<file path="config.mk">
export PLATFORM = sky130hd
export DESIGN_NAME = gcab_queue
export DESIGN_NICKNAME = d
export VERILOG_FILES = /design/src/hdl/assert_macros.svh /design/src/hdl/gcab_pkg.sv /design/src/hdl/gcab_queue.sv
export SDC_FILE = /design/constraint.sdc
export NUM_CORES = 1
export LEC_CHECK = 0
export BUFFER_PORTS_ARGS = -buffer_cell sky130_fd_sc_hd__buf_2
export CORE_MARGIN = 4
export CORE_UTILIZATION = 59
export CTS_BUF_LIST = sky130_fd_sc_hd__clkbuf_8
export CTS_CLUSTER_DIAMETER = 30
export DETAILED_ROUTE_END_ITERATION = 8
export PLACE_DENSITY = 0.84
export SKIP_LAST_GASP = 1
export SYNTH_ARGS = -nofsm -noshare
export SYNTH_HDL_FRONTEND = slang
export SYNTH_SLANG_ARGS = --single-unit
export TNS_END_PERCENT = 20
</file>
<file path="constraint.sdc">
create_clock -name clk_i -period 4 [get_ports clk_i]
set_clock_uncertainty 0.05 [all_clocks]
set_input_delay 0.8 -clock clk_i [delete_from_list [all_inputs] [get_ports clk_i]]
set_output_delay 0.8 -clock clk_i [all_outputs]
set_load 0.01 [all_outputs]
</file>
<file path="src/hdl/assert_macros.svh">
// Assertion macros of the glyph blender, included by its top level.
// Needs nothing else; each macro takes a label, clock, active-low reset and a message.
`ifndef ASSERT_MACROS_SVH
`define ASSERT_MACROS_SVH

// Same-cycle implication.
`define ASSERT_IMPLIES(lbl, clk, rstn, ante, cons, msg) \
  lbl: assert property (@(posedge clk) disable iff (!rstn) (ante) |-> (cons)) \
    else $error(msg);

// Next-cycle implication.
`define ASSERT_NEXT(lbl, clk, rstn, ante, cons, msg) \
  lbl: assert property (@(posedge clk) disable iff (!rstn) (ante) |=> (cons)) \
    else $error(msg);

`endif

</file>
<file path="src/hdl/gcab_pkg.sv">
// Package of the glyph coverage alpha blender: widths, register codes, types,
// the gamma ROM and the divide-by-255 helper. Depends on nothing.
`timescale 1ns / 1ps

package gcab_pkg;

  localparam int unsigned MAX_DIM   = 4096;
  localparam int unsigned DIM_W     = $clog2(MAX_DIM) + 1;
  localparam int unsigned COORD_W   = $clog2(MAX_DIM);
  localparam int unsigned ADDR_W    = 24;
  localparam int unsigned CFG_IDX_W = 3;
  localparam int unsigned QDEPTH    = 4;
  localparam int unsigned QPTR_W    = $clog2(QDEPTH);
  localparam int unsigned NSTEP     = 8;

  typedef enum logic [CFG_IDX_W-1:0] {
    REG_TEXT_COLOR    = 3'd0,
    REG_SCREEN_WIDTH  = 3'd1,
    REG_SCREEN_HEIGHT = 3'd2,
    REG_CLIP_MIN_X    = 3'd3,
    REG_CLIP_MIN_Y    = 3'd4,
    REG_CLIP_MAX_X    = 3'd5,
    REG_CLIP_MAX_Y    = 3'd6
  } cfg_reg_e;

  typedef struct packed {
    logic [31:0]      text_color;
    logic [DIM_W-1:0] screen_width;
    logic [DIM_W-1:0] screen_height;
    logic [DIM_W-1:0] clip_min_x;
    logic [DIM_W-1:0] clip_min_y;
    logic [DIM_W-1:0] clip_max_x;
    logic [DIM_W-1:0] clip_max_y;
  } cfg_t;

  // One classified pixel handed from the front to the back.
  typedef struct packed {
    logic              we;
    logic [ADDR_W-1:0] addr;
    logic [7:0]        at;
    logic [31:0]       bgp;
  } entry_t;

  typedef logic [255:0][7:0] gamma_rom_t;

  function automatic gamma_rom_t build_gamma();
    gamma_rom_t rom;
    real        r;
    for (int i = 0; i < 256; i++) begin
      r = 255.0 * $pow(real'(i) / 255.0, 0.85);
      rom[i] = 8'($rtoi(r + 0.5));
    end
    return rom;
  endfunction

  localparam gamma_rom_t GAMMA_ROM = build_gamma();

  // Exact floor(x / 255) for x up to 65279, the largest whose quotient fits in 8 bits.
  function automatic logic [7:0] div255(input logic [15:0] x);
    logic [16:0] s;
    s = {1'b0, x} + 17'(x[15:8]) + 17'd1;
    return s[15:8];
  endfunction

endpackage

</file>
<file path="src/hdl/gcab_queue.sv">
// Short register FIFO between the front and the back of the glyph blender.
// Depends on gcab_pkg.
`timescale 1ns / 1ps

module gcab_queue (
  input  logic             clk_i,
  input  logic             rst_ni,
  input  logic             push_valid_i,
  output logic             push_ready_o,
  input  gcab_pkg::entry_t push_data_i,
  output logic             pop_valid_o,
  input  logic             pop_ready_i,
  output gcab_pkg::entry_t pop_data_o
);
  import gcab_pkg::*;

  entry_t            mem_q [QDEPTH];
  logic [QPTR_W-1:0] wr_ptr_q, rd_ptr_q;
  logic [QPTR_W:0]   count_q;
  logic              push, pop;

  assign push_ready_o = (count_q != (QPTR_W+1)'(QDEPTH));
  assign pop_valid_o  = (count_q != '0);
  assign push         = push_valid_i && push_ready_o;
  assign pop          = pop_valid_o && pop_ready_i;
  assign pop_data_o   = mem_q[rd_ptr_q];

  always_ff @(posedge clk_i or negedge rst_ni) begin
    if (!rst_ni) begin
      wr_ptr_q <= '0;
      rd_ptr_q <= '0;
      count_q  <= '0;
    end else begin
      if (push) begin
        wr_ptr_q <= wr_ptr_q + 1'b1;
      end
      if (pop) begin
        rd_ptr_q <= rd_ptr_q + 1'b1;
      end
      if (push && !pop) begin
        count_q <= count_q + 1'b1;
      end else if (pop && !push) begin
        count_q <= count_q - 1'b1;
      end
    end
  end

  always_ff @(posedge clk_i) begin
    if (push) begin
      mem_q[wr_ptr_q] <= push_data_i;
    end
  end

endmodule

</file>
Yosys cells after proc, flatten, opt, wreduce, memory -nomap -nowiden:

Memories as Yosys holds them, arrays and structs flattened.
Index checks and enable logic that the tools add are counted.

* flip-flop bits (word level): 7
* input port bits: 69
* output and inout bits: 67
* word-level logic and storage cells: 21
* bits in writable memories: 260
* memories: 1

Memory list
* mem_q: depth 4, width 65, read ports 1, clocked after memory_dff 0, write ports 1, RTL line gcab_queue.sv:17 `entry_t mem_q [QDEPTH];`

* equal/unequal tests: 1
* add/subtract/negate cells: 4
* muxes and demuxes: 4
* reduce and logical (&&, ||, !) cells: 8

Operators with widths (number)
* $mux W3: 2
* $add A2 B1 Y2 const B: 2
* $logic_and A1 B1 Y1: 4
* $add A3 B1 Y3 const B: 1
* $ne A3 B3 Y1 const B: 1
* $reduce_bool A3 Y1: 1
* $sub A3 B1 Y3 const B: 1
* $logic_not A1 Y1: 2
* $mux W1: 2
* $reduce_bool A2 Y1: 1

Longest topological paths before layout:

* depth after elaboration: 6
* gate-level depth with buffers: 8
* depth with buffers taken out: 8

Worst setup path after synthesis:

No wires, ideal clock.

* kind: input port to flip-flop
* start point: input port push_valid_i
* end point: memory mem_q[0][0] in the netlist's numbering, enable pin
* path slack: 0.887 ns
* path buffers: 0
* arrival time: 2.634 ns
* data required time: 3.520 ns
* library setup time: 0.430 ns
* stages: 2
* cells stage by stage: a21boi_2 > and2_1

* cells in the longest elaborated chain, start to end: 3

Ends and longest elaborated chain
* start, declared: RTL line gcab_queue.sv:8 `input logic push_valid_i,`
* $logic_and A1 B1 Y1: RTL line gcab_queue.sv:24 `assign push = push_valid_i && push_ready_o;`
* $mux W1: RTL line gcab_queue.sv:49 `if (push) begin`
* $mux W1 (implied by the code): RTL line gcab_queue.sv:50 `mem_q[wr_ptr_q] <= push_data_i;`
* end, declared: RTL line gcab_queue.sv:17

No other way between the ends.

==> metrics.txt <==
die width 137 um; Cell variety after synth 20; worst-path cell chain buf_4 -> mux4_2 -> buf_2; IO Port Bufs 135; CTS Root Cell clkbuf_8; leakage power 4.04 nW; first-pass GRT wire length 27000 um; CP max stage cell dfrtp_4; DIE AREA 18800 sq um; Clk pin slew, worst setup/hold paths 60 ps; Worst Path Buf+Inv 2; via count 4459; cells taking the most area after synthesis edfxtp_1 (79%), mux4_2 (15%), dfrtp_1 (1.8%); Wirelength per Cell ~21 um; initial antenna violation count 2; status finished clean; via/cell ratio 5.58; dpl cell area 10700 sq um; 1st-iter DRT viols 285; startpoint type of the worst setup path flip-flop; Yosys reg bits 267; Starting Density 61.0%; CP peak stage delay 810 ps; CTS Sinks 267; max_cap viols 0; setup tns final 0 ps; PnR worst setup slack 706 ps; Hold Violations, Final 0; Slew @ Worst Pin about 1100 ps; post_cts resized 0; Hold/Removal Path Class in -> async; Syn Nets between 400 and 500; clock buffer depth 3; DP Wirelength approximately 10000 um; endpoints failing setup 0; Post-Syn Instances ~380; post-place setup slack approximately 1200 ps; Rows 46; Synth Warn # 0; share of the synthesized area in the top cell type 79.5%; RSZ-0062 raised after global routing no; H-tree depth 2; crit path kind reg -> out; worst vdd ir between 0.4 and 0.5 mV; area grow syn2layout 17.8%; Seq/Total Area, Yosys 81.3%; Worst EP required 3150 ps; DRT Pass-1 Iters 4; Worst R2R Path Depth 3; arrival time of the worst setup path about 2400 ps; io pins 136; DIE HEIGHT 137 um; layout cell share with drive strength beyond 1 46.2%; worst r2r src count_q[0]$_DFFE_PN0P_; post-CTS setup buffer count 0; Tmin final 3290 ps; drt total wl 17100 um; CP endpoint kind output port; number of CTS-inserted buffers between 40 and 50; CTS tree built; DRC 0; hold buffers post-CTS 0; highest clock rate roughly 0.30 GHz; nets a little over 600; Syn Std Cell Area 9820 sq um; flop-to-flop setup slack 1740 ps; largest net degree at the start of global routing 67; leading area contributor after synthesis edfxtp_1; GRT Residual Overflow 0; Max-slew headroom 29.6%; period utilization 82.4%; All-Layer GR Usage between 10% and 20%; core box area 16100 sq um; RR Endpoint mem_q[1][15]$_DFFE_PP_; cell area after layout 11600 sq um; pwr dens 748 nW/um^2; total power 8.66 mW; CP startpoint rd_ptr_q[0]$_DFFE_PN0P_; Slew Viols, Final 0; vias in the first global route 4873; Final Wtd Congestion 0.693; Hold Slack about 47 ps; Final ANT Viol Nets 0; cell family with most CP delay flip-flops; Critical Path Fanout Max 31; Clk Latency, worst-skew pair 520 ps; Avg Inst Size Synth ~26 sq um
-- synth_stat cells --
cell type / n
mux2_2: 2
nand2_1: 2
buf_2: 5
buf_12: 4
inv_1: 3
nand3_1: 1
buf_6: 1
ha_1: 5
buf_4: 3
dfrtp_1: 7
a21boi_2: 1
fa_1: 1
clkbuf_1: 2
and2_1: 4
nor2_1: 2
edfxtp_1: 260
xor2_1: 2
or3_1: 1
mux4_2: 65
xnor2_1: 4
-- state kept, by name, indices dropped and copies added (netlist names) --
register	cells
wr_ptr_q	2
rd_ptr_q	2
count_q	3
mem_q	260
-- power breakdown --
| part | internal (mW) | total (mW) | switching (mW) |
|---|---|---|---|
| combinational | 1.12 | 2.22 | 1.10 |
| sequential | 3.72 | 4.09 | 0.368 |
| clock | 1.35 | 2.35 | 1.00 |
| total | 6.18 | 8.66 | 2.47 |
-- metal layers --
metal | track usage (%) | routed length (um) | vias to the layer above
met5 | 0 | 13 | -
met1 | 24.7 | 6460 | 2285
met3 | 6.29 | 1500 | 24
met2 | 32.2 | 8960 | 190
li1 | - | - | 1958
met4 | 5.27 | 219 | 2
-- kinds of logic (layout without fill, tap and decap cells) --
kind of cell             count (synthesis)  count (layout)  share of synthesized area (%)
AO/OA/AOI/OAI                            1               1                          0.115
XOR/XNOR                                 6               6                          0.535
adder cells (fa/ha/maj)                  6               6                          0.841
buffers and inverters                   18             225                           1.60
flip-flops                             267             267                           81.3
multiplexers                            67              67                           15.1
other                                    0               1                              0
AND/OR/NAND/NOR                         10              10                          0.522
-- worst max-delay path by stage --
stage                             to  slack (ps)  depth (start not counted)
4_1_cts               pop_data_o[51]         600                          3
2_1_floorplan  mem_q[0][0]$_DFFE_PP_         890                          2
3_5_place_dp          pop_data_o[51]        1200                          3
3_3_place_gp          pop_data_o[11]        1210                          3
6_report              pop_data_o[51]         710                          3
5_1_grt               pop_data_o[51]         500                          3
-- metrics by stage --
| step | utilization, % | instances |
|---|---|---|
| 6_report | 71.8 | 799 |
| 5_1_grt | 71.8 | 798 |
| 4_1_cts | 71.8 | 798 |
| 3_5_place_dp | 66.2 | 715 |
| 3_3_place_gp | 66.2 | 715 |
| 2_1_floorplan | - | 375 |
-- final cells by class --
| class | count | area, sq um |
|---|---|---|
| Inverter | 3 | 11.3 |
| Clock inverter | 36 | 254 |
| Sequential cell | 267 | 7990 |
| Fill cell | 955 | 4540 |
| Clock buffer | 47 | 647 |
| Antenna cell | 1 | 2.50 |
| Multi-Input combinational cell | 90 | 1690 |
| Timing Repair Buffer | 139 | 706 |
| Tap cell | 216 | 270 |
-- placed cells by master, fill, tap and decap left out, types with 2 or more instances in the layout --
cell        count
dfrtp_1         5
bufinv_16       4
clkinv_2        2
nand2_1         2
nor2_1          2
clkinv_1       13
ha_1            5
mux4_2         65
dfrtp_4         2
and2_4          4
buf_4           4
mux2_2          2
buf_2         135
xnor2_1         4
xor2_1          2
edfxtp_1      260
inv_1          17
clkinvlp_4      3
clkbuf_8       47
Power figures use the tool's default switching activity.
