==> src/hdl/assert_macros.svh <==
// Assertion macros of the glyph blender, included by its top level.
// Needs nothing else; each macro takes a label, clock, active-low reset and a message.
`ifndef ASSERT_MACROS_SVH
`define ASSERT_MACROS_SVH

// Same-cycle implication.
`define ASSERT_IMPLIES(lbl, clk, rstn, ante, cons, msg) \
  lbl: assert property (@(posedge clk) disable iff (!rstn) (ante) |-> (cons)) \
    else $error(msg);

// Next-cycle implication.
`define ASSERT_NEXT(lbl, clk, rstn, ante, cons, msg) \
  lbl: assert property (@(posedge clk) disable iff (!rstn) (ante) |=> (cons)) \
    else $error(msg);

`endif

==> src/hdl/gcab_pkg.sv <==
// Package of the glyph coverage alpha blender: widths, register codes, types,
// the gamma ROM and the divide-by-255 helper. Depends on nothing.
`timescale 1ns / 1ps

package gcab_pkg;

  localparam int unsigned MAX_DIM   = 4096;
  localparam int unsigned DIM_W     = $clog2(MAX_DIM) + 1;
  localparam int unsigned COORD_W   = $clog2(MAX_DIM);
  localparam int unsigned ADDR_W    = 24;
  localparam int unsigned CFG_IDX_W = 3;
  localparam int unsigned QDEPTH    = 4;
  localparam int unsigned QPTR_W    = $clog2(QDEPTH);
  localparam int unsigned NSTEP     = 8;

  typedef enum logic [CFG_IDX_W-1:0] {
    REG_TEXT_COLOR    = 3'd0,
    REG_SCREEN_WIDTH  = 3'd1,
    REG_SCREEN_HEIGHT = 3'd2,
    REG_CLIP_MIN_X    = 3'd3,
    REG_CLIP_MIN_Y    = 3'd4,
    REG_CLIP_MAX_X    = 3'd5,
    REG_CLIP_MAX_Y    = 3'd6
  } cfg_reg_e;

  typedef struct packed {
    logic [31:0]      text_color;
    logic [DIM_W-1:0] screen_width;
    logic [DIM_W-1:0] screen_height;
    logic [DIM_W-1:0] clip_min_x;
    logic [DIM_W-1:0] clip_min_y;
    logic [DIM_W-1:0] clip_max_x;
    logic [DIM_W-1:0] clip_max_y;
  } cfg_t;

  // One classified pixel handed from the front to the back.
  typedef struct packed {
    logic              we;
    logic [ADDR_W-1:0] addr;
    logic [7:0]        at;
    logic [31:0]       bgp;
  } entry_t;

  typedef logic [255:0][7:0] gamma_rom_t;

  function automatic gamma_rom_t build_gamma();
    gamma_rom_t rom;
    real        r;
    for (int i = 0; i < 256; i++) begin
      r = 255.0 * $pow(real'(i) / 255.0, 0.85);
      rom[i] = 8'($rtoi(r + 0.5));
    end
    return rom;
  endfunction

  localparam gamma_rom_t GAMMA_ROM = build_gamma();

  // Exact floor(x / 255) for x up to 65279, the largest whose quotient fits in 8 bits.
  function automatic logic [7:0] div255(input logic [15:0] x);
    logic [16:0] s;
    s = {1'b0, x} + 17'(x[15:8]) + 17'd1;
    return s[15:8];
  endfunction

endpackage

==> src/hdl/gcab_if.sv <==


interface gcab_pix_out_if;
  logic        valid;
  logic        ready;
  logic        write_enable;
  logic [23:0] pixel_address;
  logic [31:0] blended_pixel;

  modport source (output valid, write_enable, pixel_address, blended_pixel, input ready);
  modport sink (input valid, write_enable, pixel_address, blended_pixel, output ready);
endinterface


==> src/hdl/gcab_back.sv <==
// Back end of the glyph blender: over-operator weights, output alpha and a
// pipelined restoring divider per colour channel. Depends on gcab_pkg and gcab_pix_out_if.
`timescale 1ns / 1ps

module gcab_back (
  input  logic             clk_i,
  input  logic             rst_ni,
  input  logic [23:0]      fg_i,
  input  logic             in_valid_i,
  output logic             in_ready_o,
  input  gcab_pkg::entry_t in_data_i,
  gcab_pix_out_if.source   res_o
);
  import gcab_pkg::*;

  typedef struct packed {
    logic               we;
    logic [ADDR_W-1:0]  addr;
    logic [7:0]         alpha;
    logic [15:0]        den;
    logic [2:0][23:0]   rem;
    logic [2:0][7:0]    quo;
  } div_t;

  function automatic div_t div_step(input div_t s, input int unsigned sft);
    div_t        r;
    logic [24:0] trial;
    r = s;
    for (int l = 0; l < 3; l++) begin
      trial = {1'b0, s.rem[l]} - {1'b0, (24'(s.den) << sft)};
      if (!trial[24]) begin
        r.rem[l]      = trial[23:0];
        r.quo[l][sft] = 1'b1;
      end
    end
    return r;
  endfunction

  logic              en;
  logic              b1_valid_q, b1_we_q;
  logic [ADDR_W-1:0] b1_addr_q;
  logic [15:0]       b1_wa_q, b1_wb_q;
  logic [23:0]       b1_bg_q;

  logic              st_valid_q [NSTEP+1];
  div_t              st_q [NSTEP+1];
  div_t              st0_d;

  logic              out_valid_q, out_we_q;
  logic [ADDR_W-1:0] out_addr_q;
  logic [31:0]       out_pix_q;

  assign en         = !out_valid_q || res_o.ready;
  assign in_ready_o = en;

  always_comb begin
    st0_d.den   = b1_wa_q + b1_wb_q;
    st0_d.we    = b1_we_q && (st0_d.den != 16'd0);
    st0_d.addr  = b1_addr_q;
    st0_d.alpha = div255(st0_d.den);
    st0_d.quo   = '0;
    for (int l = 0; l < 3; l++) begin
      st0_d.rem[l] = 24'(b1_wa_q) * 24'(fg_i[8*l +: 8])
                   + 24'(b1_wb_q) * 24'(b1_bg_q[8*l +: 8]);
    end
  end

  always_ff @(posedge clk_i or negedge rst_ni) begin
    if (!rst_ni) begin
      b1_valid_q  <= 1'b0;
      out_valid_q <= 1'b0;
      for (int k = 0; k <= NSTEP; k++) begin
        st_valid_q[k] <= 1'b0;
      end
    end else if (en) begin
      b1_valid_q    <= in_valid_i;
      st_valid_q[0] <= b1_valid_q;
      for (int k = 0; k < NSTEP; k++) begin
        st_valid_q[k+1] <= st_valid_q[k];
      end
      out_valid_q <= st_valid_q[NSTEP];
    end
  end

  always_ff @(posedge clk_i) begin
    if (en) begin
      b1_we_q   <= in_data_i.we;
      b1_addr_q <= in_data_i.addr;
      b1_wa_q   <= {in_data_i.at, 8'd0} - {8'd0, in_data_i.at};
      b1_wb_q   <= 16'(8'hFF - in_data_i.at) * 16'(in_data_i.bgp[31:24]);
      b1_bg_q   <= in_data_i.bgp[23:0];
      st_q[0]   <= st0_d;
      for (int k = 0; k < NSTEP; k++) begin
        st_q[k+1] <= div_step(st_q[k], NSTEP - 1 - k);
      end
      out_we_q   <= st_q[NSTEP].we;
      out_addr_q <= st_q[NSTEP].we ? st_q[NSTEP].addr : '0;
      out_pix_q  <= st_q[NSTEP].we
                  ? {st_q[NSTEP].alpha, st_q[NSTEP].quo[2], st_q[NSTEP].quo[1],
                     st_q[NSTEP].quo[0]}
                  : '0;
    end
  end

  assign res_o.valid         = out_valid_q;
  assign res_o.write_enable  = out_we_q;
  assign res_o.pixel_address = out_addr_q;
  assign res_o.blended_pixel = out_pix_q;

endmodule

==> src/flat_wrapper.sv <==
// flat-port wrapper written by rule: the top's interface ports become plain ports
module gcab_back_flat import gcab_pkg::*;
  (clk_i, rst_ni, fg_i, in_valid_i, in_ready_o, in_data_i, res_o_valid, res_o_write_enable, res_o_pixel_address, res_o_blended_pixel, res_o_ready);
  gcab_pix_out_if res_o_i ();
  input  logic clk_i;
  input  logic rst_ni;
  input  logic [23:0] fg_i;
  input  logic in_valid_i;
  output logic in_ready_o;
  input  gcab_pkg::entry_t in_data_i;
  output wire logic [$bits(res_o_i.valid)-1:0] res_o_valid;
  output wire logic [$bits(res_o_i.write_enable)-1:0] res_o_write_enable;
  output wire logic [$bits(res_o_i.pixel_address)-1:0] res_o_pixel_address;
  output wire logic [$bits(res_o_i.blended_pixel)-1:0] res_o_blended_pixel;
  input wire logic [$bits(res_o_i.ready)-1:0] res_o_ready;
  assign res_o_valid = res_o_i.valid;
  assign res_o_write_enable = res_o_i.write_enable;
  assign res_o_pixel_address = res_o_i.pixel_address;
  assign res_o_blended_pixel = res_o_i.blended_pixel;
  assign res_o_i.ready = res_o_ready;
  gcab_back u_core (.clk_i(clk_i), .rst_ni(rst_ni), .fg_i(fg_i), .in_valid_i(in_valid_i), .in_ready_o(in_ready_o), .in_data_i(in_data_i), .res_o(res_o_i));
endmodule
==> config.mk <==
export PLATFORM = sky130hd
export DESIGN_NAME = gcab_back_flat
export DESIGN_NICKNAME = d
export VERILOG_FILES = /design/src/hdl/assert_macros.svh /design/src/hdl/gcab_pkg.sv /design/src/hdl/gcab_if.sv /design/src/hdl/gcab_back.sv /design/src/flat_wrapper.sv
export SDC_FILE = /design/constraint.sdc
export NUM_CORES = 2
export LEC_CHECK = 0
export ABC_AREA = 1
export BUFFER_PORTS_ARGS = -buffer_cell sky130_fd_sc_hd__buf_2
export CORE_MARGIN = 8
export CORE_UTILIZATION = 30
export CTS_CLUSTER_DIAMETER = 200
export CTS_CLUSTER_SIZE = 20
export DETAILED_ROUTE_END_ITERATION = 8
export GPL_ROUTABILITY_DRIVEN = 0
export SLEW_MARGIN = 20
export SYNTH_ARGS = -nofsm -noshare
export SYNTH_HDL_FRONTEND = slang
export SYNTH_SLANG_ARGS = --single-unit
==> constraint.sdc <==
create_clock -name clk_i -period 52.7 [get_ports clk_i]
set_input_delay 5.27 -clock clk_i [delete_from_list [all_inputs] [get_ports clk_i]]
set_output_delay 5.27 -clock clk_i [all_outputs]
set_load 0.02 [all_outputs]
# Yosys cells after proc, flatten, opt, wreduce, memory -nomap -nowiden
# Memories as Yosys holds them, arrays and structs flattened.
# Index checks and enable logic that the tools add are counted.
totals:
  regBits: 149
  mem_bits_rw: 1305
  output_inout_bits: 59
  wordCells: 161
  n_memories: 1
op_classes:
  n_addsub: 32
  mul: 7
  mux: 98
  reduce_logical: 4
mem_list:
  columns: ["name", "depth", "word_bits", "read_ports", "rd_ports_with_merged_regs", "wr", "line", "rtl"]
  rows:
  - ["u_core.st_q", 9, 145, 9, 0, 9, "gcab_back.sv:46", "div_t st_q [NSTEP+1];"]
ops:
  columns: ["op", "count"]
  rows:
  - ["2-to-1 mux 24 bit", 48]
  - ["multiplier 16 x 8 -> 24 bit", 6]
  - ["subtractor 24 x 16 -> 25 bit", 3]
  - ["subtractor 24 x 17 -> 25 bit", 3]
  - ["subtractor 24 x 18 -> 25 bit", 3]
  - ["subtractor 24 x 19 -> 25 bit", 3]
  - ["subtractor 24 x 20 -> 25 bit", 3]
  - ["subtractor 24 x 21 -> 25 bit", 3]
  - ["subtractor 24 x 22 -> 25 bit", 3]
  - ["subtractor 24 x 23 -> 25 bit", 3]
  - ["adder 24 bit", 3]
  - ["2-to-1 mux 1 bit", 50]
  - ["adder 16 x 1 -> 16 bit (second input constant)", 1]
  - ["adder 16 bit", 1]
  - ["adder 16 x 8 -> 16 bit", 1]
  - ["multiplier 16 x 8 -> 16 bit", 1]
  - ["nonzero test 16 bit", 1]
  - ["subtractor 16 x 8 -> 16 bit", 1]
  - ["subtractor 8 x 8 -> 9 bit (first input constant)", 1]
  - ["logical AND 1 bit", 1]
  - ["zero test 1 bit", 1]
  - ["logical OR 1 bit", 1]

# Logic depth before layout (Yosys ltp)
logic_depth:
  word_depth: 4
  depth_mapped: 27

# Worst setup path before layout
# No wires, ideal clock.
synth_timing:
  path_kind: "input -> output"
  startpoint: "in res_o_ready"
  endpoint: "out in_ready_o"
  arrival_ns: 39.253
  t_required_ns: 47.430
  setup_slack_ns: 8.177
  stages: 3
  cell_sequence: "inv_1 > nand2_1 > clkbuf_1"
synth_via:
  elab_chain_cells: 1
synth_lines:
  columns: ["element", "line", "rtl"]
  rows:
  - ["from (decl)", "flat_wrapper.sv:15", "input wire logic [$bits(res_o_i.ready)-1:0] res_o_ready;"]
  - ["logical OR 1 bit", "gcab_back.sv:53", "assign en = !out_valid_q || res_o.ready;"]
  - ["to (decl)", "flat_wrapper.sv:9", "output logic in_ready_o;"]
# No other way between the ends.

# Worst setup path in the final report
# Ends and elaborated chain as after synthesis.

==> impl_metrics.toml <==
[placement]
io_buffers = 151
place_area_um2 = 96780
post-dp-hpwl_um = 170900

[yosys]
yosys.cell_count.top_type = "nand2_1"
syn_nets = 10888
synth_flop_cell = "edfxtp_1"
syn_avg_cell_area_um2 = 9.692
yosysUniqueCellTypes = 68
synth_edf_count = 1247
synth_area_leader_cell = "edfxtp_1"
syn_area_um2 = 91680
postSynthCellCount = 9460
synth-seq-area-share_pct = 41.14
ys_top_cells_by_count = "nand2_1 (2166), inv_1 (1755), edfxtp_1 (1247)"
synth.top_cell.area_share_pct = 40.84
async_reset_ff_share_pct = 0.8744
synth_area_leaders = "edfxtp_1 (41%), fa_1 (15%), ha_1 (8.9%)"
ys_ff_latch = 1258
yosysWarnings = 0

[timing]
fin_crit_sh_pct = 21.48
period_needed_ns = 11.32
max-slew-margin-rel_pct = 32.61
finalHoldViolCount = 0
finClkSkew_ns = 0.08186
timing.setup.tns_ns = 0
fmax_ghz = 0.08832
worst_slew_pin_slew_ns = 1.011
final_max_slew_viol_count = 0
finalSetupViolCount = 0
whs_ns = 0.4097
rsz0062_at_grt = "no"

[cts]
post_cts_resized = 0
cts.sinks = 1258
cts_made_buffers = 73
hold_buffers = 0
clockRootBuffer = "clkbuf_16"
cts_tree = "done"
clk_path_buf_depth = 3
clk_transition_reported_paths_ns = 0.08
clk_latency_ns = 0.76
postCtsSetupBuffers = 0
htreeDepth = 3

[grt]
grt_max_degree = 174
antenna_found_initial = 7
grt_usage_pct = 13.23
grt_overflow_total = 0
grt_pass1_vias = 61264
grt_first_pass_wirelength_um = 343000

[cells_and_area]
fillers = 31339
final_cell_area_um2 = 98810
multi_input_area_um2 = 46070
drive_gt1_share_pct = 6.176
area_delta_synth_final_pct = 7.777
regArea_um2 = 37720
nNetsFinal = 10930

[detailed_routing]
dr.pass1.iters = 6
vias = 61975
wl_um = 218200
avgViaCountPerCell = 4.549
drtIter0Drc = 4048
ant_nets = 0
wire_per_inst_um = 16.02
drc = 0

[setup_path]
path_cells = "buf_2 > inv_1 > nand2_4 > buf_2"
reg2regPathDepth = 21
crit_fanout = 4
reg2reg_from = "u_core.b1_wa_q[8]"
cp-start-kind = "input port"
cp.required_ns = 47.43
critPathCaptureType = "output port"
arrival_ns = 6.05
cp_common_cell = "buf_2"
slowest_stage = "buf_2"
r2r-end = "u_core.st_q[0][47]"
cp_slowest_stage_delay_ns = 0.30
rrSetupSlack_ns = 46.62
worstSetupPathType = "input port to output port"

[hold_path]
min_from = "u_core.st_q[0][557]"
hold_class = "flip-flop to flip-flop"
hold-path-endpoint = "u_core.st_q[0][702]"
holdPathStages = 0

[die]
ios = 152
start_util_pct = 30.06
rows = 203
dieArea_um2 = 323600
core_area_um2 = 305000
die_h_um = 568.8
die_w_um = 568.8

[status]
status = "complete, no violations"

[job]
max_cap_viol_count = 0
==> area by class of cell <==
cell class | count | area share, %
timing repair buffer | 204 | 1.193
clock buffer | 84 | 1.890
clock inverter | 9 | 0.1608
sequential | 1258 | 38.17
inverter | 1776 | 6.756
antenna | 3 | 0.007597
multi-input combinational | 6189 | 46.63
tap | 4100 | 5.191
==> cells by family after synthesis <==
family | Yosys count | synth area share (%)
simple gates | 3192 | 14.29
buf+inv | 2013 | 8.613
fa+ha+maj | 1335 | 23.80
compound gates | 1258 | 8.295
flops | 1258 | 41.14
xor+xnor | 403 | 3.850
mux | 1 | 0.01228
==> sequential cells by signal, summed over array words and instances, names as in the netlist <==
| name | cells |
|---|---|
| u_core.st_q | 1109 |
| u_core.res_o.blended_pixel | 32 |
| u_core.b1_addr_q | 24 |
| u_core.b1_bg_q | 24 |
| u_core.res_o.pixel_address | 24 |
| u_core.b1_wa_q | 16 |
| u_core.b1_wb_q | 16 |
| u_core.st_valid_q | 9 |
| u_core.b1_valid_q | 1 |
| u_core.b1_we_q | 1 |
| u_core.res_o.valid | 1 |
| u_core.res_o.write_enable | 1 |
==> cell usage in the layout (no fill, tap or decap), drive strengths merged, types with 26 or more instances in the layout <==
cell    instances
nor3           59
nor4           40
a21o           58
nand2        2202
edfxtp       1247
a31oi          44
or2            37
a21oi         508
clkbuf         84
xor2          198
fa            682
inv          1776
ha            653
o21a           26
xnor2         205
o21ai         517
o21bai         32
nand3         223
buf           204
nand4          69
nor2          522
==> layer usage <==
metal  routed length, um  GRT usage (%)
met3               11340          1.578
met1               99960          18.21
met4                8248          4.316
met5                  10              0
met2               98690          21.73
==> critical path: cells and delay by family <==
| kind | cells | cell delay (ns) |
|---|---|---|
| buffers and inverters | 3 | 0.44 |
| and+or+nand+nor | 1 | 0.28 |
==> per-stage QoR <==
step,worst slack [ns],util [%],std cells
after CTS,41.34,32.39,13620
after detailed placement,41.34,31.73,13527
final,41.38,32.39,13623
after global placement,41.33,31.73,13527
after global routing,41.36,32.39,13620
after floorplan,8.177,-,9460
==> how the worst max path moves through the flow <==
stage	startpoint	endpoint	slack, ns	depth (start not counted)
floorplan	res_o_ready	in_ready_o	8.18	3
global placement	res_o_ready	in_ready_o	41.33	4
detailed placement	res_o_ready	in_ready_o	41.34	4
CTS	res_o_ready	in_ready_o	41.34	4
global route	res_o_ready	in_ready_o	41.36	4
finish	res_o_ready	in_ready_o	41.38	4
Power is left out: the tool's default activity adds up to more than one toggle a clock period on the data nets, which glitch-free logic cannot reach.
