<file path="config.mk">
export PLATFORM = sky130hd
export DESIGN_NAME = gcab_front_flat
export DESIGN_NICKNAME = d
export VERILOG_FILES = /design/src/hdl/assert_macros.svh /design/src/hdl/gcab_pkg.sv /design/src/hdl/gcab_if.sv /design/src/hdl/gcab_front.sv /design/src/flat_wrapper.sv
export SDC_FILE = /design/constraint.sdc
export NUM_CORES = 1
export LEC_CHECK = 0
export BUFFER_PORTS_ARGS = -buffer_cell sky130_fd_sc_hd__buf_2
export CAP_MARGIN = 10
export CORE_ASPECT_RATIO = 0.7
export CORE_MARGIN = 5
export CORE_UTILIZATION = 25
export DETAILED_ROUTE_END_ITERATION = 8
export HOLD_SLACK_MARGIN = 0.15
export PLACE_DENSITY_LB_ADDON = 0.1
export SETUP_SLACK_MARGIN = 0.15
export SLEW_MARGIN = 20
export SYNTH_ARGS = -nofsm -noshare
export SYNTH_HDL_FRONTEND = slang
export SYNTH_SLANG_ARGS = --single-unit
</file>
<file path="constraint.sdc">
create_clock -name clk_i -period 6.1 [get_ports clk_i]
set_clock_uncertainty 0.15 [all_clocks]
set_input_delay 1.22 -clock clk_i [delete_from_list [all_inputs] [get_ports clk_i]]
set_output_delay 1.22 -clock clk_i [all_outputs]
set_load 0.02 [all_outputs]
</file>
<file path="src/hdl/assert_macros.svh">
// Assertion macros of the glyph blender, included by its top level.
// Needs nothing else; each macro takes a label, clock, active-low reset and a message.
`ifndef ASSERT_MACROS_SVH
`define ASSERT_MACROS_SVH

// Same-cycle implication.
`define ASSERT_IMPLIES(lbl, clk, rstn, ante, cons, msg) \
  lbl: assert property (@(posedge clk) disable iff (!rstn) (ante) |-> (cons)) \
    else $error(msg);

// Next-cycle implication.
`define ASSERT_NEXT(lbl, clk, rstn, ante, cons, msg) \
  lbl: assert property (@(posedge clk) disable iff (!rstn) (ante) |=> (cons)) \
    else $error(msg);

`endif

</file>
<file path="src/hdl/gcab_pkg.sv">
// Package of the glyph coverage alpha blender: widths, register codes, types,
// the gamma ROM and the divide-by-255 helper. Depends on nothing.
`timescale 1ns / 1ps

package gcab_pkg;

  localparam int unsigned MAX_DIM   = 4096;
  localparam int unsigned DIM_W     = $clog2(MAX_DIM) + 1;
  localparam int unsigned COORD_W   = $clog2(MAX_DIM);
  localparam int unsigned ADDR_W    = 24;
  localparam int unsigned CFG_IDX_W = 3;
  localparam int unsigned QDEPTH    = 4;
  localparam int unsigned QPTR_W    = $clog2(QDEPTH);
  localparam int unsigned NSTEP     = 8;

  typedef enum logic [CFG_IDX_W-1:0] {
    REG_TEXT_COLOR    = 3'd0,
    REG_SCREEN_WIDTH  = 3'd1,
    REG_SCREEN_HEIGHT = 3'd2,
    REG_CLIP_MIN_X    = 3'd3,
    REG_CLIP_MIN_Y    = 3'd4,
    REG_CLIP_MAX_X    = 3'd5,
    REG_CLIP_MAX_Y    = 3'd6
  } cfg_reg_e;

  typedef struct packed {
    logic [31:0]      text_color;
    logic [DIM_W-1:0] screen_width;
    logic [DIM_W-1:0] screen_height;
    logic [DIM_W-1:0] clip_min_x;
    logic [DIM_W-1:0] clip_min_y;
    logic [DIM_W-1:0] clip_max_x;
    logic [DIM_W-1:0] clip_max_y;
  } cfg_t;

  // One classified pixel handed from the front to the back.
  typedef struct packed {
    logic              we;
    logic [ADDR_W-1:0] addr;
    logic [7:0]        at;
    logic [31:0]       bgp;
  } entry_t;

  typedef logic [255:0][7:0] gamma_rom_t;

  function automatic gamma_rom_t build_gamma();
    gamma_rom_t rom;
    real        r;
    for (int i = 0; i < 256; i++) begin
      r = 255.0 * $pow(real'(i) / 255.0, 0.85);
      rom[i] = 8'($rtoi(r + 0.5));
    end
    return rom;
  endfunction

  localparam gamma_rom_t GAMMA_ROM = build_gamma();

  // Exact floor(x / 255) for x up to 65279, the largest whose quotient fits in 8 bits.
  function automatic logic [7:0] div255(input logic [15:0] x);
    logic [16:0] s;
    s = {1'b0, x} + 17'(x[15:8]) + 17'd1;
    return s[15:8];
  endfunction

endpackage

</file>
<file path="src/hdl/gcab_if.sv">
// Channel interfaces of the glyph blender: pixel input, result output and
// configuration writes. Depends on nothing.
`timescale 1ns / 1ps

interface gcab_pix_in_if;
  logic               valid;
  logic               ready;
  logic signed [15:0] pixel_x;
  logic signed [15:0] pixel_y;
  logic [7:0]         coverage;
  logic [31:0]        background_pixel;

  modport source (output valid, pixel_x, pixel_y, coverage, background_pixel, input ready);
  modport sink (input valid, pixel_x, pixel_y, coverage, background_pixel, output ready);
endinterface


</file>
<file path="src/hdl/gcab_front.sv">
// Front end of the glyph blender: clips each pixel, forms the address and the
// gamma-shaped text alpha. Depends on gcab_pkg and gcab_pix_in_if.
`timescale 1ns / 1ps

module gcab_front (
  input  logic            clk_i,
  input  logic            rst_ni,
  input  gcab_pkg::cfg_t  cfg_i,
  gcab_pix_in_if.sink     pix_i,
  output logic            out_valid_o,
  input  logic            out_ready_i,
  output gcab_pkg::entry_t out_data_o
);
  import gcab_pkg::*;

  logic                       en;
  logic signed [16:0]         px_s, py_s;
  logic                       in_x, in_y;
  logic [DIM_W-1:0]           sw_sat, sh_sat;
  logic [7:0]                 fa;
  logic [COORD_W+DIM_W-1:0]   addr_mul;

  logic                       s1_valid_q, s1_keep_q;
  logic [15:0]                s1_prod_q;
  logic [ADDR_W-1:0]          s1_addr_q;
  logic [COORD_W-1:0]         s1_px_q;
  logic [31:0]                s1_bgp_q;

  logic                       s2_valid_q;
  entry_t                     s2_q, s2_d;

  assign en          = !s2_valid_q || out_ready_i;
  assign pix_i.ready = en;

  always_comb begin
    px_s   = {pix_i.pixel_x[15], pix_i.pixel_x};
    py_s   = {pix_i.pixel_y[15], pix_i.pixel_y};
    sw_sat = (cfg_i.screen_width > DIM_W'(MAX_DIM)) ? DIM_W'(MAX_DIM) : cfg_i.screen_width;
    sh_sat = (cfg_i.screen_height > DIM_W'(MAX_DIM)) ? DIM_W'(MAX_DIM) : cfg_i.screen_height;
    in_x   = !px_s[16]
          && (px_s >= $signed({4'b0, cfg_i.clip_min_x}))
          && (px_s <  $signed({4'b0, cfg_i.clip_max_x}))
          && (px_s <  $signed({4'b0, sw_sat}));
    in_y   = !py_s[16]
          && (py_s >= $signed({4'b0, cfg_i.clip_min_y}))
          && (py_s <  $signed({4'b0, cfg_i.clip_max_y}))
          && (py_s <  $signed({4'b0, sh_sat}));
    fa       = (cfg_i.text_color[31:24] == 8'd0) ? 8'hFF : cfg_i.text_color[31:24];
    addr_mul = {{DIM_W{1'b0}}, pix_i.pixel_y[COORD_W-1:0]} * {{COORD_W{1'b0}}, sw_sat};
  end

  always_comb begin
    s2_d.we   = s1_keep_q;
    s2_d.addr = s1_addr_q + ADDR_W'(s1_px_q);
    s2_d.at   = GAMMA_ROM[div255(s1_prod_q + 16'd127)];
    s2_d.bgp  = s1_bgp_q;
  end

  always_ff @(posedge clk_i or negedge rst_ni) begin
    if (!rst_ni) begin
      s1_valid_q <= 1'b0;
      s2_valid_q <= 1'b0;
    end else if (en) begin
      s1_valid_q <= pix_i.valid;
      s2_valid_q <= s1_valid_q;
    end
  end

  always_ff @(posedge clk_i) begin
    if (en) begin
      s1_keep_q <= (pix_i.coverage != 8'd0) && in_x && in_y;
      s1_prod_q <= 16'(pix_i.coverage) * 16'(fa);
      s1_addr_q <= ADDR_W'(addr_mul);
      s1_px_q   <= pix_i.pixel_x[COORD_W-1:0];
      s1_bgp_q  <= pix_i.background_pixel;
      s2_q      <= s2_d;
    end
  end

  assign out_valid_o = s2_valid_q;
  assign out_data_o  = s2_q;

endmodule

</file>
<file path="src/flat_wrapper.sv">
// flat-port wrapper written by rule: the top's interface ports become plain ports
module gcab_front_flat import gcab_pkg::*;
  (clk_i, rst_ni, cfg_i, out_valid_o, out_ready_i, out_data_o, pix_i_valid, pix_i_pixel_x, pix_i_pixel_y, pix_i_coverage, pix_i_background_pixel, pix_i_ready);
  gcab_pix_in_if pix_i_i ();
  input  logic clk_i;
  input  logic rst_ni;
  input  gcab_pkg::cfg_t cfg_i;
  output logic out_valid_o;
  input  logic out_ready_i;
  output gcab_pkg::entry_t out_data_o;
  input wire logic [$bits(pix_i_i.valid)-1:0] pix_i_valid;
  input wire logic [$bits(pix_i_i.pixel_x)-1:0] pix_i_pixel_x;
  input wire logic [$bits(pix_i_i.pixel_y)-1:0] pix_i_pixel_y;
  input wire logic [$bits(pix_i_i.coverage)-1:0] pix_i_coverage;
  input wire logic [$bits(pix_i_i.background_pixel)-1:0] pix_i_background_pixel;
  output wire logic [$bits(pix_i_i.ready)-1:0] pix_i_ready;
  assign pix_i_i.valid = pix_i_valid;
  assign pix_i_i.pixel_x = pix_i_pixel_x;
  assign pix_i_i.pixel_y = pix_i_pixel_y;
  assign pix_i_i.coverage = pix_i_coverage;
  assign pix_i_i.background_pixel = pix_i_background_pixel;
  assign pix_i_ready = pix_i_i.ready;
  gcab_front u_core (.clk_i(clk_i), .rst_ni(rst_ni), .cfg_i(cfg_i), .pix_i(pix_i_i), .out_valid_o(out_valid_o), .out_ready_i(out_ready_i), .out_data_o(out_data_o));
endmodule
</file>
### Yosys cells after proc, flatten, opt, wreduce, memory -nomap -nowiden

Memories as Yosys holds them, arrays and structs flattened. A register that Yosys moved wholly into a read port is not among the register bits.
Index checks and enable logic that the tools add are counted.

| word-level totals | value |
|---|---|
| flip-flop bits (word level) | 144 |
| bits in read-only memories | 2048 |
| input port bits | 186 |
| output and inout port bits | 67 |
| memories | 1 |

| cells by class | value |
|---|---|
| $add $sub $neg | 4 |
| multipliers | 2 |
| order comparisons | 8 |
| muxes and demuxes | 3 |
| reduce and logical (&&, ||, !) cells | 14 |

Memory list:

| name | depth | bits a word | rd ports | clocked after Yosys merged registers in | wr ports | line | RTL |
|---|---|---|---|---|---|---|---|
| (no name shown) | 256 | 8 | 1 | 1 | 0 | gcab_front.sv:55 | `s2_d.at = GAMMA_ROM[div255(s1_prod_q + 16'd127)];` |

Operators by type and width:

| operator | count |
|---|---|
| 16-bit by 14-bit < comparator with 1-bit output | 4 |
| 16-bit by 14-bit >= comparator with 1-bit output | 2 |
| 13-bit greater-than comparator (second input constant) | 2 |
| 13-bit two-way mux | 2 |
| 24-bit by 12-bit adder with 24-bit output | 1 |
| 12-bit by 13-bit multiplier with 24-bit output | 1 |
| 16-bit by 1-bit adder with 16-bit output (second input constant) | 1 |
| 16-bit by 7-bit adder with 16-bit output (second input constant) | 1 |
| 16-bit by 8-bit adder with 16-bit output | 1 |
| 8-bit by 8-bit multiplier with 16-bit output | 1 |
| 1-bit logical AND | 8 |
| 8-bit logical NOT | 1 |
| 8-bit two-way mux | 1 |
| 8-bit nonzero test | 1 |
| 1-bit logical NOT | 3 |
| 1-bit logical OR | 1 |

### Longest topological paths before layout

Gate-level depths: netlist (run 1).

| depth | value |
|---|---|
| word-level depth | 6 |
| mapped depth | 26 |

### Worst setup path before layout (run 1)

Ideal clock, no wire load.

| path | value |
|---|---|
| path type | input to register |
| start | in cfg_i[77] in the netlist's numbering |
| end | reg u_core.s1_addr_q[20], data pin |
| arrival time | 6349 ps |
| required time | 5691 ps |
| setup slack | -658 ps |
| stages on the path | 22 |
| buffers on the path | 2 |
| path through | clkbuf_1 nor2b_1 clkbuf_1 nand2_1 fa_1 inv_1 fa_1 inv_1 fa_1 inv_1 fa_1 inv_1 fa_1 inv_1 ha_1 nor3_1 a2111oi_0 nor2_1 a211oi_1 nand4_1 and3b_1 xnor2_1 |

| between the ends | value |
|---|---|
| longest elaborated chain between the ends | 3 |

RTL lines:

| what | line | RTL |
|---|---|---|
| start, declared | flat_wrapper.sv:7 | `input gcab_pkg::cfg_t cfg_i;` |
| 13-bit greater-than comparator | gcab_front.sv:38 | `sw_sat = (cfg_i.screen_width > DIM_W'(MAX_DIM)) ? DIM_W'(MAX_DIM) : cfg_i.screen_width;` |
| 13-bit two-way mux * | gcab_front.sv:38 |  |
| 12-bit by 13-bit multiplier with 24-bit output * | gcab_front.sv:49 | `addr_mul = {{DIM_W{1'b0}}, pix_i.pixel_y[COORD_W-1:0]} * {{COORD_W{1'b0}}, sw_sat};` |
| via u_core.addr_mul[20] | gcab_front.sv:21 | `logic [COORD_W+DIM_W-1:0] addr_mul;` |
| end signal, assigned | gcab_front.sv:73 | `s1_addr_q <= ADDR_W'(addr_mul);` |
| end, declared | gcab_front.sv:25 | `logic [ADDR_W-1:0] s1_addr_q;` |

The timed path passes the listed nets; every way through them passes the cells marked *.
A chain may end at the register's enable or synchronous reset.

### Worst setup path after layout (run 1)

Ends and elaborated chain as after synthesis.

==> flow_summary.toml, run 1 <==
[outcome]
status = "finished clean"

[logic_synthesis]
syn_inst = 1816
synthDistinctLibCells = 94
syn-cell-area_um2 = 17200
ys_ff_latch = 152
yosysTopAreaCell = "edfxtp_1"
synth_edf_count = 150
yosysSeqAreaShare = 0.265
synthFlopType = "edfxtp_1"
yosys-top-cells-area = "edfxtp_1, fa_1, ha_1, inv_1, nand2_1"
synth_top_area_share = 0.262
synth_nets = 2349
avgSynthCellArea_um2 = 9.45
yosysWarnings = 0
async_flop_share = 0.0132

[sta]
final-setup-viol-count = 0
setup-tns-final_ps = 0
worstMarginPinSlew_ps = 794
fmax_mhz = 168
hold_viol_final = 0
slew_viol_final = 0
hold-worst-slack_ps = 270
rsz0062_at_grt = "yes"
final.period_utilization = 0.977
setup_ws_ps = 142
period_minus_slack_ps = 5960
slew_headroom = 0.466

[critical_path]
startpoint_type = "input pin"
crit_family = "adder cells"
path_class = "input pin to register"
cp.required_ps = 6180
critPathSlowestCell = "fa_2"
crit_chain = "buf_12 -> buf_12 -> nor2b_4 -> buf_6 -> buf_6 -> nand2_4 -> fa_2 -> inv_2 -> ha_4 -> inv_2 -> fa_1 -> inv_1 -> fa_1 -> inv_1 -> fa_1 -> inv_2 -> ha_4 -> nor3_4 -> a2111oi_4 -> nor2_2 -> a211oi_2 -> nand4_1 -> and3b_1 -> xnor2_1"
reg2regPathDepth = 21
arrival_ps = 6040
crit_buf_inv = 9
worst_setup_path_end_kind = "register"
max_stage_delay_ps = 570
regToRegStartpoint = "u_core.s1_prod_q[0]"
rr_endpoint = "u_core.out_data_o[34]"
reg2reg_slack_ps = 570
critical_path_peak_fanout = 6

[detailed_routing]
routed_wl_mm = 55.5
routed-via-count = 14000
post_drt_wl_per_cell_um = 17.7
drc = 0
drtIter0Drc = 834
ant_nets = 0
dr.pass1.iters = 5
viasPerCell = 4.47

[clock_tree]
clk_latency_ps = 490
cts_hold_buffers = 0
cts.sinks = 152
h-tree-depth = 4
clockBufferDepth = 2
cts_tree = "done"
cts_buffers = 17
clock-root-buffer = "clkbuf_16"
clkTransAtPathRegs_ps = 80

[layout]
drive_above_1_share = 0.272
fillCellCount = 7226
final_nets = 2755
syn2layout_area_growth_pct = 27.8

[placed_design]
io_buffers = 228
gp_congestion = 0.857
hpwlAfterDp_mm = 45.7
pre_cts_ws_ps = -544

[worst_hold_path]
min_to = "u_core.out_data_o[9]"
hold_class = "register to register"
min_from = "u_core.s1_bgp_q[9]"
holdPathStages = 0

[die]
die_h_um = 229
die_x_um = 323
initial_core_util = 0.252
core_area_um2 = 68100
die-area_um2 = 74100
ios = 253
placementRows = 80

[power_and_ir_drop]
p_leak_nw = 10.4
ir_worst_vdd_v = 0.000248
power_density_nw_per_um2 = 469

[global_route]
grt_max_degree = 56
grt.total_usage = 0.152
grt_pass1_wl_mm = 87.3
grt_pass1_vias = 14700
antenna_found_initial = 8
grt-ovfl-total = 0

[flow_run]
cap_violations = 0
[cells by family after synthesis]
family | count (synthesis) | synth area share
compound gates | 334 | 0.130
buf+inv | 366 | 0.0884
xor+xnor | 68 | 0.0371
mux | 6 | 0.00364
flops | 152 | 0.265
fa+ha+maj | 347 | 0.317
simple gates | 543 | 0.159
[synthesized netlist by cell type, types with 8 or more instances]
| master | n |
|---|---|
| inv_1 | 287 |
| nor4_1 | 16 |
| or3_1 | 10 |
| a21o_1 | 29 |
| nor2b_1 | 37 |
| edfxtp_1 | 150 |
| a21oi_1 | 79 |
| nand3_1 | 21 |
| and3_1 | 8 |
| nand2_1 | 211 |
| a31oi_1 | 13 |
| fa_1 | 146 |
| xnor2_1 | 51 |
| a21boi_0 | 9 |
| nor3_1 | 31 |
| xor2_1 | 13 |
| o2111ai_1 | 9 |
| nor2_1 | 67 |
| o21ai_0 | 80 |
| buf_2 | 9 |
| o22ai_1 | 12 |
| o211ai_1 | 10 |
| a211oi_1 | 17 |
| nand4_1 | 8 |
| and2_1 | 81 |
| nand2b_1 | 20 |
| ha_1 | 201 |
| clkbuf_1 | 49 |
[worst register-to-register path, cell delays in order (launching register included)]
cell and delay, ps:
edfxtp_1 440, inv_1 120, ha_1 220, or4b_4 530, o311ai_4 320, xor2_4 210, inv_4 50, ha_1 300
a2111oi_0 410, nand2_1 140, a21oi_2 150, buf_4 170, o21ai_0 130, and2_4 230, inv_1 140, ha_1 400
buf_4 170, o221ai_1 150, a31oi_1 330, a2bb2oi_1 150, o211ai_1 230, o31ai_1 110
[area by class of cell]
cell class / count / area (um2) / area share
Antenna cell: 4 / 10.0 / 0.000456
Inverter: 290 / 1090 / 0.0497
Timing Repair Buffer: 463 / 3060 / 0.139
Clock inverter: 14 / 136 / 0.00622
Sequential cell: 152 / 4550 / 0.208
Clock buffer: 18 / 429 / 0.0196
Multi-Input combinational cell: 1298 / 11500 / 0.526
Tap cell: 902 / 1130 / 0.0514
[power breakdown]
part           switching, mW  internal, mW  total, mW
clock                  0.509         0.570       1.08
combinational           4.27          3.19       7.46
sequential             0.181          1.57       1.75
[state kept, by name (all words and copies together) (netlist names)]
name	flops
u_core.out_data_o	65
u_core.out_valid_o	1
u_core.s1_addr_q	24
u_core.s1_bgp_q	32
u_core.s1_keep_q	1
u_core.s1_prod_q	16
u_core.s1_px_q	12
u_core.s1_valid_q	1
[how the worst max path moves through the flow]
stage / start / to / slack, ps / depth (start not counted)
after CTS: cfg_i[77] / u_core.s1_addr_q[21] / 170 / 21
after floorplan: cfg_i[77] / u_core.s1_addr_q[21] / -20 / 22
after global placement: cfg_i[77] / u_core.s1_addr_q[22] / -550 / 19
after global routing: cfg_i[77] / u_core.s1_addr_q[20] / -20 / 24
after detailed placement: cfg_i[77] / u_core.s1_addr_q[22] / -540 / 19
final: cfg_i[77] / u_core.s1_addr_q[20] / 140 / 24
[routing by layer]
metal | wire [um] | track usage | up-vias
met1 | 29600 | 0.240 | 6676
li1 | - | - | 6964
met3 | 3340 | 0.0319 | 38
met5 | 21 | 0 | -
met4 | 654 | 0.0343 | 4
met2 | 21900 | 0.209 | 353
[stage by stage]
| step | instances | utilization | power (mW) | cell area [um2] |
|---|---|---|---|---|
| 2_1_floorplan | 1816 | - | 6.32 | 17500 |
| 3_3_place_gp | 3094 | 0.308 | 9.13 | 21000 |
| 3_5_place_dp | 3094 | 0.308 | 9.09 | 21000 |
| 4_1_cts | 3129 | 0.318 | 10.3 | 21600 |
| 5_1_grt | 3138 | 0.322 | 11.2 | 21900 |
| 6_report | 3141 | 0.322 | 10.3 | 21900 |
[what timing repair did]
item / in CTS / in global routing
buffers inserted: 3 / 8
gates resized for setup: 5 / 59
endpoints found under the setup margin: 4 / 11
pin swaps: 8 / 32
[layout by cell type, fill, tap and decap left out, drive strengths merged, types with 34 or more instances in the layout]
cell type and count:
nor2b 37, fa 146, inv 297, xnor2 54
edfxtp 150, nand2 214, nor3 34, ha 201
a21oi 82, buf 463, o21ai 82, nor2 71
and2 85
(Power assumes the default switching activity.)
==> inputs of run 2 (changes only) <==
--- a/config.mk
+++ b/config.mk
@@ -7,6 +7,8 @@
 export LEC_CHECK = 0
 export BUFFER_PORTS_ARGS = -buffer_cell sky130_fd_sc_hd__buf_2
 export CAP_MARGIN = 10
+export CELL_PAD_IN_SITES_DETAIL_PLACEMENT = 0
+export CELL_PAD_IN_SITES_GLOBAL_PLACEMENT = 2
 export CORE_ASPECT_RATIO = 0.7
 export CORE_MARGIN = 5
 export CORE_UTILIZATION = 25
==> flow_summary.toml, run 2 (synthesis results as in run 1) <==
[outcome]
status = "finished clean"

[global_route]
grt_pass1_wl_mm = 88.5
grt_max_degree = 117
antenna_found_initial = 19
grt-ovfl-total = 0
grt.total_usage = 0.156
grt_pass1_vias = 14500

[die]
initial_core_util = 0.252
core_area_um2 = 68100
ios = 253
die_h_um = 229
die_x_um = 323
die-area_um2 = 74100
placementRows = 80

[layout]
drive_above_1_share = 0.279
syn2layout_area_growth_pct = 29.3
final_common_cell = "inv_1"
final_nets = 2786
fillCellCount = 7235
final_cells = 3174
final_cell_mix = "inv_1, buf_4, buf_2, nand2_1, ha_1"
largest_register_ffs = 65

[critical_path]
crit_start = "cfg_i[77]"
path_class = "input pin to register"
critical_path_peak_fanout = 6
rr_endpoint = "u_core.out_data_o[33]"
reg2reg_slack_ps = 520
reg2regPathDepth = 22
worst_setup_path_end_kind = "register"
arrival_ps = 6030
startpoint_type = "input pin"
regToRegStartpoint = "u_core.s1_prod_q[0]"
cp.required_ps = 6170

[sta]
final.period_utilization = 0.977
slew_viol_final = 0
slew_headroom = 0.461
hold-worst-slack_ps = 261
period_minus_slack_ps = 5960
rsz0062_at_grt = "yes"
final-setup-viol-count = 0
fmax_mhz = 168
hold_viol_final = 0
worstMarginPinSlew_ps = 809

[power_and_ir_drop]
power_density_nw_per_um2 = 479
p_int_mw = 5.59
p_seq_frac = 0.163
clkPwrFrac = 0.105
combPwrFrac = 0.732
ir_worst_vdd_v = 0.000356
swShare = 0.474
p_sw_mw = 5.04
p_leak_nw = 10.5

[clock_tree]
cts_tree = "done"
clkTransAtPathRegs_ps = 80
clk_latency_ps = 470
cts.sinks = 152
clockBufferDepth = 2
cts_buffers = 17
clock-root-buffer = "clkbuf_16"
h-tree-depth = 4

[placed_design]
hpwlAfterDp_mm = 48.0
io_buffers = 228
gp_congestion = 0.855
dp_cells = 3121

[detailed_routing]
post_drt_wl_per_cell_um = 18.2
drc = 0
viasPerCell = 4.43
routed_wl_mm = 57.8
dr.pass1.iters = 5
routed-via-count = 14100
ant_nets = 0
drtIter0Drc = 644

[worst_hold_path]
holdPathStages = 0
min_to = "u_core.out_data_o[2]"
min_from = "u_core.s1_bgp_q[2]"
hold_class = "register to register"

[flow_run]
cap_violations = 0
run 2: cell types whose count changed in the layout (fill, tap and decap cells not counted), sizes merged, moves of 2 or more:
cell	change
inv	+3
clkinv	-4
buf	+30
diode	+2
run 2: repair_timing:
action | in CTS | in global routing
gates resized for setup | 7 | 44
setup buffers | 3 | 11
endpoints found under the setup margin | 6 | 13
pin swaps | 7 | 25
endpoints found under the hold margin | 0 | 0
hold buffers | 0 | 0
gates cloned | 1 | 0
run 2: layout make-up:
cell class | instances | area [um2] | share of cell area
inverters | 290 | 1090 | 0.0492
multi-input cells | 1299 | 11500 | 0.517
well taps | 902 | 1130 | 0.0509
flip-flops and latches | 152 | 4550 | 0.205
clock inverters | 15 | 174 | 0.00784
repair buffers | 493 | 3330 | 0.150
diodes | 6 | 15.0 | 0.000677
clock buffers | 17 | 425 | 0.0192
run 2: how the worst max path moves through the flow:
stage / to / slack, ps / cells past startpoint
floorplan: u_core.s1_addr_q[21] / -20 / 22
global placement: u_core.s1_addr_q[22] / -550 / 19
detailed placement: u_core.s1_addr_q[22] / -510 / 19
CTS: u_core.s1_addr_q[20] / 160 / 19
global route: u_core.s1_addr_q[22] / -140 / 23
finish: u_core.s1_addr_q[22] / 140 / 23
run 2: per-stage QoR:
stage          area, um2  total power, mW  worst slack, ps  setup TNS (ps)   util
2_1_floorplan      17500             6.32            -16.4           -16.4      -
3_3_place_gp       21300             9.44             -548           -4250  0.313
3_5_place_dp       21300             9.39             -505           -4220  0.313
4_1_cts            21900             10.6              156               0  0.322
5_1_grt            22200             11.5             -136            -209  0.326
6_report           22200             10.6              138               0  0.326
run 2: critical path: stages:
cell       delay, ps
buf_12           110
buf_12           130
nor2b_4          140
buf_12           120
nand2_4           50
fa_2             540
inv_2             30
fa_1             500
inv_2             50
fa_1             500
inv_1             50
fa_1             490
inv_2             40
fa_1             480
inv_2             40
ha_4             280
nor3_4            50
a2111oi_4        360
nor2_1           110
a211oi_2         270
nand4_1          140
a31oi_1          230
xor2_1            80
run 2: power by group through the flow:
stage | logic, mW | registers (mW) | clock network [mW]
6_report | 7.79 | 1.73 | 1.12
5_1_grt | 8.55 | 1.77 | 1.20
4_1_cts | 7.68 | 1.74 | 1.17
3_5_place_dp | 7.63 | 1.76 | 0
3_3_place_gp | 7.69 | 1.76 | 0
2_1_floorplan | 4.47 | 1.86 | 0
run 2: routing by layer:
layer	GRT usage	vias up	routed length, um
li1	-	7032	-
met1	0.246	6667	31700
met2	0.213	313	22300
met3	0.0416	41	3330
met4	0.0254	20	431
met5	0	-	119
==> inputs of run 3 (changes only) <==
--- a/config.mk
+++ b/config.mk
@@ -15,7 +15,7 @@
 export DETAILED_ROUTE_END_ITERATION = 8
 export HOLD_SLACK_MARGIN = 0.15
 export PLACE_DENSITY_LB_ADDON = 0.1
-export SETUP_SLACK_MARGIN = 0.15
+export SETUP_SLACK_MARGIN = 0.05
 export SLEW_MARGIN = 20
 export SYNTH_ARGS = -nofsm -noshare
 export SYNTH_HDL_FRONTEND = slang
==> flow_summary.toml, run 3 (synthesis results as in run 1) <==
[die]
die_x_um = 323
ios = 253
die-area_um2 = 74100
die_h_um = 229
placementRows = 80
initial_core_util = 0.252
core_area_um2 = 68100

[clock_tree]
clk_latency_ps = 470
clkTransAtPathRegs_ps = 70
cts_tree = "done"
clockBufferDepth = 2
cts_buffers = 17
cts.sinks = 152
cts_hold_buffers = 0
clock-root-buffer = "clkbuf_16"
h-tree-depth = 4

[sta]
slew_viol_final = 0
hold-worst-slack_ps = 271
hold_viol_final = 0
period_minus_slack_ps = 5990
final-setup-viol-count = 0
slew_headroom = 0.376
setup_ws_ps = 109
worstMarginPinSlew_ps = 936
setup-tns-final_ps = 0
rsz0062_at_grt = "yes"
fmax_mhz = 167
final.period_utilization = 0.982

[critical_path]
arrival_ps = 6060
startpoint_type = "input pin"
path_class = "input pin to register"
regToRegStartpoint = "u_core.s1_prod_q[0]"
reg2regPathDepth = 20
rr_endpoint = "u_core.out_data_o[33]"
reg2reg_slack_ps = 490
cp.required_ps = 6160
worst_setup_path_end_kind = "register"
critical_path_peak_fanout = 6

[layout]
final_cells = 3166
drive_above_1_share = 0.284
final_nets = 2780
final_common_cell = "inv_1"
final_cell_mix = "inv_1, buf_4, buf_2, nand2_1, ha_1"
fillCellCount = 7283
finalInstanceArea_um2 = 22200
multiInputGateArea_um2 = 11500
syn2layout_area_growth_pct = 29.3
largest_register_ffs = 65
seq_area_um2 = 4550

[detailed_routing]
routed_wl_mm = 57.2
dr.pass1.iters = 6
ant_nets = 0
drtIter0Drc = 662
post_drt_wl_per_cell_um = 18.1
routed-via-count = 14100
drc = 0
viasPerCell = 4.46

[worst_hold_path]
holdPathStages = 0
min_to = "u_core.out_data_o[22]"
hold_class = "register to register"
min_from = "u_core.s1_bgp_q[22]"

[placed_design]
io_buffers = 228
dpl-instance-area_um2 = 21100
gp_congestion = 0.834
pre_cts_ws_ps = -629
dp_cells = 3100
hpwlAfterDp_mm = 47.2

[global_route]
grt_pass1_wl_mm = 88.4
grt_max_degree = 69
grt.total_usage = 0.154
grt-ovfl-total = 0
antenna_found_initial = 14
grt_pass1_vias = 14500

[power_and_ir_drop]
p_leak_nw = 10.5
power_density_nw_per_um2 = 467
ir_worst_vdd_v = 0.000299

[flow_run]
cap_violations = 0

[outcome]
status = "finished clean"
run 3: final cells by class:
class                           count  share of cell area
Clock inverter                     14             0.00688
Tap cell                          902              0.0509
Timing Repair Buffer              488               0.149
Inverter                          290              0.0492
Clock buffer                       18              0.0193
Multi-Input combinational cell   1298               0.519
Antenna cell                        4            0.000451
Sequential cell                   152               0.205
run 3: worst max-delay path by stage:
stage	startpoint	to	slack, ps	depth (start not counted)
2_1_floorplan	cfg_i[77]	u_core.s1_addr_q[21]	-20	22
3_3_place_gp	cfg_i[77]	u_core.s1_addr_q[21]	-620	23
3_5_place_dp	cfg_i[77]	u_core.s1_addr_q[21]	-630	23
4_1_cts	cfg_i[77]	u_core.s1_addr_q[23]	40	23
5_1_grt	cfg_i[77]	u_core.s1_addr_q[20]	-70	22
6_report	cfg_i[77]	u_core.s1_addr_q[20]	110	20
run 3: worst max-delay path, stage by stage:
cell and delay, ps:
buf_8 100, buf_12 130, buf_12 130, nor2b_4 210
buf_6 130, nand2_1 70, fa_1 560, inv_1 60
fa_1 550, fa_1 460, fa_1 520, fa_1 460
ha_4 300, nand3_2 90, a2111oi_4 250, nor2_1 90
a211oi_2 260, nand4_1 140, and3b_1 200, xnor2_1 120
run 3: metal layers:
layer,vias to the layer above,GRT usage,wire (um),share of wire
met1,6667,0.244,30800,0.54
met5,-,0,111,0.0019
li1,7007,-,-,-
met3,68,0.0377,3320,0.058
met4,22,0.0353,745,0.013
met2,346,0.208,22200,0.39
run 3: timing repair:
item	4_1_cts	5_1_grt
endpoints found under the setup margin	6	10
endpoints found under the hold margin	0	0
cloned	0	1
gates resized for setup	9	66
pin swaps	11	28
setup buffers	9	20
run 3: power by group:
| group | internal [mW] | switching (mW) |
|---|---|---|
| logic | 3.24 | 4.31 |
| registers | 1.57 | 0.164 |
| clock network | 0.580 | 0.501 |
run 3: per-stage QoR:
step	power (mW)	util
2_1_floorplan	6.32	-
3_3_place_gp	9.23	0.310
3_5_place_dp	9.17	0.310
4_1_cts	10.3	0.320
5_1_grt	11.2	0.326
6_report	10.4	0.326
